File: src/mlk_pkg.sv
// package for the morse letter keyer: phase codes, register indexes,
// result record and the letter code table; no dependencies
`timescale 1ns / 1ps
`default_nettype none

package mlk_pkg;

    typedef enum logic [1:0] {
        PH_IDLE = 2'd0,
        PH_LIT  = 2'd1,
        PH_DARK = 2'd2
    } phase_t;

    localparam int CFG_INDEX_W = 2;
    localparam int CFG_DATA_W  = 16;

    localparam logic [CFG_INDEX_W-1:0] CFG_UNIT_TICKS       = 2'd0;
    localparam logic [CFG_INDEX_W-1:0] CFG_DASH_UNITS       = 2'd1;
    localparam logic [CFG_INDEX_W-1:0] CFG_LETTER_GAP_UNITS = 2'd2;
    localparam logic [CFG_INDEX_W-1:0] CFG_BLANK_UNITS      = 2'd3;

    localparam logic [15:0] UNIT_TICKS_RST       = 16'd500;
    localparam logic [3:0]  DASH_UNITS_RST       = 4'd3;
    localparam logic [3:0]  LETTER_GAP_UNITS_RST = 4'd3;
    localparam logic [3:0]  BLANK_UNITS_RST      = 4'd2;

    localparam logic [7:0] CHAR_A = 8'd65;
    localparam logic [7:0] CHAR_Z = 8'd90;

    typedef struct packed {
        logic lamp_on;
        logic busy_res;
        logic accepted;
    } res_t;

    typedef struct packed {
        logic [2:0] len;
        logic [3:0] bits;
    } letter_code_t;

    // element count and pattern per letter, first element in bit 0, 1 = dash
    function automatic letter_code_t letter_code(input logic [4:0] k);
        letter_code_t c;
        case (k)
            5'd0:    c = '{3'd2, 4'd2};
            5'd1:    c = '{3'd4, 4'd1};
            5'd2:    c = '{3'd4, 4'd5};
            5'd3:    c = '{3'd3, 4'd1};
            5'd4:    c = '{3'd1, 4'd0};
            5'd5:    c = '{3'd4, 4'd4};
            5'd6:    c = '{3'd3, 4'd3};
            5'd7:    c = '{3'd4, 4'd0};
            5'd8:    c = '{3'd2, 4'd0};
            5'd9:    c = '{3'd4, 4'd14};
            5'd10:   c = '{3'd3, 4'd5};
            5'd11:   c = '{3'd4, 4'd2};
            5'd12:   c = '{3'd2, 4'd3};
            5'd13:   c = '{3'd2, 4'd1};
            5'd14:   c = '{3'd3, 4'd7};
            5'd15:   c = '{3'd4, 4'd6};
            5'd16:   c = '{3'd4, 4'd11};
            5'd17:   c = '{3'd3, 4'd2};
            5'd18:   c = '{3'd3, 4'd0};
            5'd19:   c = '{3'd1, 4'd1};
            5'd20:   c = '{3'd3, 4'd4};
            5'd21:   c = '{3'd4, 4'd8};
            5'd22:   c = '{3'd3, 4'd6};
            5'd23:   c = '{3'd4, 4'd9};
            5'd24:   c = '{3'd4, 4'd13};
            5'd25:   c = '{3'd4, 4'd3};
            default: c = '{3'd1, 4'd0};
        endcase
        return c;
    endfunction

    function automatic logic [3:0] at_least_one(input logic [3:0] v);
        return (v == 4'd0) ? 4'd1 : v;
    endfunction

endpackage

`default_nettype wire

File: src/morse_letter_keyer.sv
// morse letter keyer top level: keying state machine, config registers
// and a two-entry result queue; depends on mlk_pkg
//
// channel   dir  handshake              payload
// in        in   in_valid / in_ready    operation, character
// out       out  out_valid / out_ready  lamp_on, busy_res, accepted
// cfg       in   cfg_we                 cfg_index, cfg_data
//
// one item per cycle while in_ready is high: each item updates the keying
// state in the cycle it is accepted, and its result is registered
// results wait in an output register plus one skid entry; in_ready drops
// only while both are full
// reset puts the keyer in idle with config at its default values
`timescale 1ns / 1ps
`default_nettype none

module morse_letter_keyer (
    input  wire logic                           clk,
    input  wire logic                           rst_n,
    input  wire logic                           in_valid,
    output logic                                in_ready,
    input  wire logic                           operation,
    input  wire logic [7:0]                     character,
    output logic                                out_valid,
    input  wire logic                           out_ready,
    output logic                                lamp_on,
    output logic                                busy_res,
    output logic                                accepted,
    input  wire logic                           cfg_we,
    input  wire logic [mlk_pkg::CFG_INDEX_W-1:0] cfg_index,
    input  wire logic [mlk_pkg::CFG_DATA_W-1:0]  cfg_data
);
    import mlk_pkg::*;

    logic [15:0] unit_ticks_reg;
    logic [3:0]  dash_units_reg;
    logic [3:0]  letter_gap_units_reg;
    logic [3:0]  blank_units_reg;

    phase_t      phase_reg, phase_next;
    logic [3:0]  element_pattern_reg, element_pattern_next;
    logic [2:0]  elements_left_reg, elements_left_next;
    logic [15:0] tick_count_reg, tick_count_next;
    logic [3:0]  units_left_reg, units_left_next;

    res_t        out_data_reg, skid_data_reg, res_new;
    logic        out_valid_reg, skid_valid_reg;

    logic        in_accept, out_pop;
    logic [16:0] tick_sum;
    logic [3:0]  units_dec;
    logic [4:0]  letter_idx;
    letter_code_t code;
    logic        is_letter;

    assign in_ready  = !skid_valid_reg;
    assign in_accept = in_valid && in_ready;
    assign out_valid = out_valid_reg;
    assign out_pop   = out_valid_reg && out_ready;
    assign lamp_on   = out_data_reg.lamp_on;
    assign busy_res  = out_data_reg.busy_res;
    assign accepted  = out_data_reg.accepted;

    assign letter_idx = 5'(character - CHAR_A);
    assign code       = letter_code(letter_idx);
    assign is_letter  = (character >= CHAR_A) && (character <= CHAR_Z);
    assign tick_sum   = {1'b0, tick_count_reg} + 17'd1;
    assign units_dec  = units_left_reg - 4'd1;

    // config registers
    always_ff @(posedge clk or negedge rst_n)
    begin
        if (!rst_n)
        begin
            unit_ticks_reg       <= UNIT_TICKS_RST;
            dash_units_reg       <= DASH_UNITS_RST;
            letter_gap_units_reg <= LETTER_GAP_UNITS_RST;
            blank_units_reg      <= BLANK_UNITS_RST;
        end
        else if (cfg_we)
        begin
            unique case (cfg_index)
                CFG_UNIT_TICKS:       unit_ticks_reg       <= cfg_data;
                CFG_DASH_UNITS:       dash_units_reg       <= cfg_data[3:0];
                CFG_LETTER_GAP_UNITS: letter_gap_units_reg <= cfg_data[3:0];
                CFG_BLANK_UNITS:      blank_units_reg      <= cfg_data[3:0];
                default:              ;
            endcase
        end
    end

    always_ff @(posedge clk or negedge rst_n)
    begin
        if (!rst_n)
        begin
            phase_reg           <= PH_IDLE;
            element_pattern_reg <= 4'd0;
            elements_left_reg   <= 3'd0;
            tick_count_reg      <= 16'd0;
            units_left_reg      <= 4'd0;
        end
        else if (in_accept)
        begin
            phase_reg           <= phase_next;
            element_pattern_reg <= element_pattern_next;
            elements_left_reg   <= elements_left_next;
            tick_count_reg      <= tick_count_next;
            units_left_reg      <= units_left_next;
        end
    end

    always_comb
    begin
        phase_t cur;
        cur                  = phase_reg;
        phase_next           = phase_reg;
        element_pattern_next = element_pattern_reg;
        elements_left_next   = elements_left_reg;
        tick_count_next      = tick_count_reg;
        units_left_next      = units_left_reg;
        res_new.accepted     = 1'b0;

        unique case (phase_reg)
            PH_LIT, PH_DARK: cur = phase_reg;
            default:         cur = PH_IDLE;
        endcase
        phase_next = cur;

        if (!operation)
        begin
            if (cur == PH_IDLE)
            begin
                res_new.accepted = 1'b1;
                tick_count_next  = 16'd0;
                if (is_letter)
                begin
                    // first element starts on the load item
                    phase_next           = PH_LIT;
                    units_left_next      = code.bits[0] ? at_least_one(dash_units_reg) : 4'd1;
                    element_pattern_next = {1'b0, code.bits[3:1]};
                    elements_left_next   = code.len - 3'd1;
                end
                else
                begin
                    phase_next           = PH_DARK;
                    units_left_next      = at_least_one(blank_units_reg);
                    element_pattern_next = 4'd0;
                    elements_left_next   = 3'd0;
                end
            end
        end
        else if (cur != PH_IDLE)
        begin
            if (tick_sum >= {1'b0, unit_ticks_reg})
            begin
                tick_count_next = 16'd0;
                units_left_next = units_dec;
                if (units_dec == 4'd0)
                begin
                    if (cur == PH_LIT)
                    begin
                        phase_next      = PH_DARK;
                        units_left_next = (elements_left_reg != 3'd0) ? 4'd1
                                        : at_least_one(letter_gap_units_reg);
                    end
                    else if (elements_left_reg != 3'd0)
                    begin
                        elements_left_next   = elements_left_reg - 3'd1;
                        phase_next           = PH_LIT;
                        units_left_next      = element_pattern_reg[0]
                                             ? at_least_one(dash_units_reg) : 4'd1;
                        element_pattern_next = {1'b0, element_pattern_reg[3:1]};
                    end
                    else
                    begin
                        phase_next           = PH_IDLE;
                        element_pattern_next = 4'd0;
                    end
                end
            end
            else
            begin
                tick_count_next = tick_sum[15:0];
            end
        end

        res_new.lamp_on  = (phase_next == PH_LIT);
        res_new.busy_res = (phase_next != PH_IDLE);
    end

    // result queue: output register with one skid entry behind it
    always_ff @(posedge clk or negedge rst_n)
    begin
        if (!rst_n)
        begin
            out_valid_reg  <= 1'b0;
            skid_valid_reg <= 1'b0;
        end
        else if (skid_valid_reg)
        begin
            if (out_pop)
            begin
                skid_valid_reg <= 1'b0;
            end
        end
        else if (in_accept)
        begin
            if (!out_valid_reg || out_pop)
            begin
                out_valid_reg <= 1'b1;
            end
            else
            begin
                skid_valid_reg <= 1'b1;
            end
        end
        else if (out_pop)
        begin
            out_valid_reg <= 1'b0;
        end
    end

    always_ff @(posedge clk)
    begin
        if (skid_valid_reg)
        begin
            if (out_pop)
            begin
                out_data_reg <= skid_data_reg;
            end
        end
        else if (in_accept)
        begin
            if (!out_valid_reg || out_pop)
            begin
                out_data_reg <= res_new;
            end
            else
            begin
                skid_data_reg <= res_new;
            end
        end
    end

    // skid entry only fills behind a waiting result
    assert property (@(posedge clk) disable iff (!rst_n)
        skid_valid_reg |-> out_valid_reg)
        else $error("skid entry valid while output register empty");

    // an active phase always has a unit left to run
    assert property (@(posedge clk) disable iff (!rst_n)
        (phase_reg == PH_LIT || phase_reg == PH_DARK) |-> units_left_reg != 4'd0)
        else $error("active phase with no units left");

    // a taken load always leaves the keyer busy
    assert property (@(posedge clk) disable iff (!rst_n)
        (in_accept && !operation && phase_reg == PH_IDLE) |=> phase_reg != PH_IDLE)
        else $error("load taken but keyer not busy");

endmodule

`default_nettype wire
File: config.mk
export PLATFORM = sky130hd
export DESIGN_NAME = morse_letter_keyer
export DESIGN_NICKNAME = d
export VERILOG_FILES = /design/src/mlk_pkg.sv /design/src/morse_letter_keyer.sv
export SDC_FILE = /design/constraint.sdc
export NUM_CORES = 1
export LEC_CHECK = 0
export BUFFER_PORTS_ARGS = -buffer_cell sky130_fd_sc_hd__buf_2
export CORE_AREA = 2 2 101 103
export DETAILED_ROUTE_END_ITERATION = 8
export DIE_AREA = 0 0 103 105
export GPL_ROUTABILITY_DRIVEN = 0
export PLACE_DENSITY = 0.63
export SYNTH_ARGS = -nofsm -noshare
export SYNTH_HDL_FRONTEND = slang
export SYNTH_SLANG_ARGS = --single-unit
File: constraint.sdc
create_clock -name clk -period 4.5 [get_ports clk]
set_input_delay 0.9 -clock clk [delete_from_list [all_inputs] [get_ports clk]]
set_output_delay 0.9 -clock clk [all_outputs]
set_load 0.01 [all_outputs]
# Yosys cells after proc, flatten, opt, wreduce, memory -nomap -nowiden
# Memories as Yosys holds them, arrays and structs flattened.
# Index checks and enable logic that the tools add are counted.
# W data, S select, Z words.
# word_totals
register_bits,65
latch_bits,0
ram_bits,0
rom_bits,224
inputBits,32
output_inout_bits,5
wordCells,129
mem_count,1
# op_classes
n_addsub,5
multipliers,0
n_div,0
magnitude_cmp,3
eq_ne,14
n_shift,0
mux,56
bitwise,2
reduce_logical,31
# memory_table
memory,words,word_bits,rd,rd_clocked_by_memory_dff,write_ports,line,rtl
(no name shown),32,7,1,0,0,mlk_pkg.sv:44,case (k)
# ops
cell,count
$mux W4,20
$mux W16,4
$mux W3,14
$add A16 B1 Y17 const B,1
$ge A17 B16 Y1,1
$logic_not A4 Y1,4
$mux W2,8
$ne A2 B1 Y1 const B,6
$reduce_and A3 Y1,4
$reduce_bool A2 Y1,6
$mux W1,10
$eq A2 B1 Y1 const B,4
$ge A8 B7 Y1 const B,1
$le A8 B7 Y1 const B,1
$reduce_and A2 Y1,4
$reduce_and A7 Y1,1
$eq A2 B2 Y1 const B,3
$reduce_and A6 Y1,1
$sub A3 B1 Y3 const B,2
$sub A5 B1 Y5 const B,1
$logic_not A2 Y1,2
$reduce_and A4 Y1,1
$sub A4 B1 Y4 const B,1
$logic_and A1 B1 Y1,3
6 further kinds,8

# Logic depth before layout (Yosys ltp)
# logic_depth
ltp_word,13
mapped_depth,14
ltp_nobuf,13

# Worst setup path before layout
# Ideal clock, no wire load.
# synth_path
kind,input-to-reg
from,input character[0]
to,register elements_left_reg[2]
setup_time_ps,126
t_arrival_ps,3255
t_required_ps,4374
slack_ps,1119
cell_stages,14
n_path_buf,3
cell_sequence,clkbuf_1 > inv_1 > ha_1 > buf_4 > xnor2_1 > clkbuf_1 > nand2_1 > a21oi_1 > a211o_1 > o21a_1 > ha_1 > xor2_1 > nor3_1 > a221o_1
# synth_via
elab_chain_cells,6
word_cells_on_any_way,9
classes_between,2 x add/sub; 2 x order compare; 3 x mux; 1 x reduce/logical; 1 x memory
# synth_lines
item,line,rtl
"start, declared",morse_letter_keyer.sv:23,"input wire logic [7:0] character,"
$sub A5 B1 Y5,morse_letter_keyer.sv:64,assign letter_idx = 5'(character - CHAR_A);
$mem_v2 Z32 W7,--,
$sub A3 B1 Y3,morse_letter_keyer.sv:141,elements_left_next = code.len - 3'd1;
$mux W3 (*),morse_letter_keyer.sv:135,if (is_letter)
$mux W3 (*),morse_letter_keyer.sv:131,if (cur == PH_IDLE)
$mux W3 (*),morse_letter_keyer.sv:129,if (!operation)
"end signal, assigned",morse_letter_keyer.sv:106,elements_left_reg <= elements_left_next;
"end, declared",morse_letter_keyer.sv:42,"logic [2:0] elements_left_reg, elements_left_next;"
# Every way passes the cells marked *; elsewhere a longest branch is shown, timed or not. The select of a mux whose other input is x is not followed.
# A chain may end at the register's enable or synchronous reset.

# Final worst setup path
# layout_path
from,register tick_count_reg[2]
to,"register out_data_reg, in the netlist busy_res, data pin"
# layout_via
elab_chain_cells,9
# layout_lines
item,line,rtl
"start, declared",morse_letter_keyer.sv:43,"logic [15:0] tick_count_reg, tick_count_next;"
"start signal, assigned",morse_letter_keyer.sv:107,tick_count_reg <= tick_count_next;
$add A16 B1 Y17,morse_letter_keyer.sv:67,"assign tick_sum = {1'b0, tick_count_reg} + 17'd1;"
$ge A17 B16 Y1,morse_letter_keyer.sv:154,"if (tick_sum >= {1'b0, unit_ticks_reg})"
$mux W2,morse_letter_keyer.sv:154,
$mux W2,morse_letter_keyer.sv:152,else if (cur != PH_IDLE)
$mux W2,morse_letter_keyer.sv:129,
$reduce_bool A2 Y1,morse_letter_keyer.sv:188,res_new.busy_res = (phase_next != PH_IDLE);
$mux W3,morse_letter_keyer.sv:234,if (!out_valid_reg || out_pop)
$mux W3,morse_letter_keyer.sv:232,else if (in_accept)
$mux W3,morse_letter_keyer.sv:225,if (skid_valid_reg)
"end signal, assigned",morse_letter_keyer.sv:229,out_data_reg <= skid_data_reg;
"end signal, assigned",morse_letter_keyer.sv:236,out_data_reg <= res_new;
"end, declared",morse_letter_keyer.sv:46,"res_t out_data_reg, skid_data_reg, res_new;"
# No other way between the ends. The select of a mux whose other input is x is not followed.

==> flow_summary.yaml <==
critical_path:
  regToRegStartpoint: "tick_count_reg[2]"
  worstPathCellList: "and4_4, nand4_1, nor2_1, and3_1, xor2_1, ha_1, a211oi_1, nor2_1, nor3_1, a31oi_4, o2bb2ai_1, o22ai_1, a31oi_1"
  cp_common_cell: "nor2_1"
  start_kind: "register"
  ff2ff_setup_slack_ns: 0.74
  r2r_end: "busy_res"
  path_buf_inv: 0
  startpoint: "tick_count_reg[2]"
  max_stage_delay_ns: 0.45
  critPathArrivalTime_ns: 3.83
  ff2ff_path_depth: 13
  crit_path_top_delay_cell: "dfrtp_1"
  critPathTopFamily: "simple AND/OR/NAND/NOR gates"
  crit_path_max_fanout: 7
  crit_cells: 13
  cp-end-kind: "register"
  required_ns: 4.57
  crit_path_end: "busy_res"
  critPathKind: "reg -> reg"
cells_and_area:
  nNetsFinal: 589
  stdcell_count: 662
  utilization_pct: 49.8
  drive_gt1_share_pct: 18.0
  multi_input_area_sq_um: 2480
  synthToLayoutAreaGrowth_pct: 11.3
  register_area_sq_um: 1650
  diodes: 0
  n_fill_cell: 931
cts:
  hold_buffers: 0
  cts_buffers: 9
  clk-insertion-delay-late_ns: 0.34
  ctsLongestPathBuffers: 2
  cts_tree: "yes"
  cts_sinks: 64
  h-tree-depth: 3
  postCtsSetupRepairBufs: 0
  clk_pin_slew_ns: 0.07
  clockRootBuffer: "clkbuf_8"
  cts_resized: 0
logic_synthesis:
  synth_fp_nets: 554
  ys_seq_area_share_pct: 38.1
  ys_warn_count: 0
  synth_cells: 489
  yosysUniqueCellTypes: 59
  synth_seq_cells: 64
  synthArstFlopShare_pct: 90.6
  synth_top_cell_by_area: "dfrtp_1"
  yosysTopAreaCellShare_pct: 27.3
  ys.flop_type: "dfrtp_1"
  syn_area_sq_um: 4310
  syn_avg_cell_area_sq_um: 8.82
  yosys-top-cells-area: "dfrtp_1, ha_1, dfstp_2"
  synth_edf_count: 6
sta:
  setup_violations: 0
  finalCritPeriodShare_pct: 83.6
  worst_pin_slew_ns: 0.907
  period_needed_ns: 3.76
  timing.fmax_ghz: 0.266
  max_slew_margin_pct: 39.3
  fin_tns_setup_ns: 0
  drv_slew: 0
  clock_skew_ns: 0.00974
  hold_slack_ns: 0.490
  rsz0062_at_grt: "false"
  setup_ws_ns: 0.737
  hold_viol_final: 0
power_and_ir_drop:
  leakage_nw: 2.05
  irDropWorstVdd_v: 0.000260
  power_density_nw_per_um2: 420
run_status:
  run_status: "complete, no violations"
global_route:
  antenna_found_initial: 0
  grtUsageMet1_pct: 27.5
  grt_pass1_wl_um: 16300
  gr-total-overflow: 0
  busiest_layer: "met2"
  track_usage_pct: 18.6
  grt.met2_usage_pct: 27.8
  gr-usage-met3_pct: 3.95
  grt_max_degree: 59
  grt_pass1_vias: 3455
floorplanning:
  start_util_pct: 44.8
  rows: 36
  die_area_sq_um: 10800
  die_h_um: 105
  die_w_um: 103
  ioPinCount: 37
  core_sq_um: 9640
place:
  post-dp-hpwl_um: 6990
  dp.cells: 646
  pre_cts_slack_ns: 0.760
  port-buffer-count: 36
detailed_routing:
  wire_per_inst_um: 14.3
  ant_nets: 0
  firstDrtPassIters: 5
  via_per_inst: 5.48
  via_count: 3631
  drc: 0
  drtIter0Drc: 119
  totalWireLength_um: 9460
job:
  maxCapViolCount: 0
min_path:
  hold_path.class: "reg -> reg"
## metal layers
layer / vias up / wire, um
li1: 1822 / -
met1: 1696 / 4810
met2: 100 / 4070
met3: 13 / 476
met4: 0 / 112
met5: - / 0
## worst register-to-register path: cells and delay by family, from the launching register on
kind,cells,cell delay [ns]
simple gates,6,1.43
flops,1,0.45
fa+ha+maj,1,0.27
compound gates,5,1.16
xor+xnor,1,0.19
## stage by stage
stage	power (mW)	instance area, sq um
floorplan	1.38	4310
global placement	1.57	4630
detailed placement	1.59	4630
CTS	2.04	4800
global route	2.19	4800
finish	2.02	4800
## power breakdown
group / internal (mW) / total, mW / leakage (nW) / switching (mW)
combinational: 0.306 / 0.734 / 1.19 / 0.428
sequential: 0.741 / 0.849 / 0.768 / 0.108
clock: 0.213 / 0.433 / 0.0905 / 0.220
## cell usage after synthesis, types with 3 or more instances
library cell	instances
a221o_1	5
dfstp_2	11
o22ai_1	5
a211oi_1	6
nand3_1	23
xor2_1	5
mux2i_1	4
or2_2	5
a21oi_1	21
inv_1	31
ha_1	33
clkbuf_1	15
nand4_1	5
a31oi_1	8
nand2b_1	11
o21a_1	4
nor2b_1	6
and3_1	4
edfxtp_1	6
mux2_2	16
dfrtp_1	47
o21ai_0	51
xnor2_1	13
nand2_1	65
nor3_1	12
o31ai_1	4
o211ai_1	3
nor2_1	27
## how the worst min path moves through the flow
stage,startpoint,endpoint,slack (ns),cells past startpoint
floorplan,tick_count_reg[15],tick_count_reg[15],0.45,2
global placement,tick_count_reg[15],tick_count_reg[15],0.47,2
detailed placement,tick_count_reg[15],tick_count_reg[15],0.47,2
CTS,tick_count_reg[15],tick_count_reg[15],0.49,2
global route,element_pattern_reg[2],element_pattern_reg[2],0.53,1
finish,tick_count_reg[15],tick_count_reg[15],0.49,2
## cell usage in the layout (no fill, tap or decap), types with 8 or more instances in the layout
master and count:
nand3_1 23, a21oi_1 21, a31oi_1 8, nand2b_1 11, nor3_1 12, o21ai_0 51
nor2_1 27, clkbuf_8 10, ha_1 33, nand2_1 65, mux2_2 16, buf_2 36
inv_1 31, xnor2_1 13, dfrtp_1 47, dfstp_2 11
## area by class of cell
class	instances	area share, %
flip-flops and latches	64	34.3
clock buffers	12	3.02
multi-input cells	376	51.8
well taps	133	3.47
repair buffers	41	4.53
clock inverters	4	0.443
inverters	32	2.50
## logic make-up after synthesis
logic type	Yosys count	share of synthesized area [%]
flops	64	38.1
compound gates	128	18.8
simple gates	176	20.0
mux	21	5.45
fa+ha+maj	33	9.57
buf+inv	49	4.38
xor+xnor	18	3.65
Power figures use the tool's default switching activity.
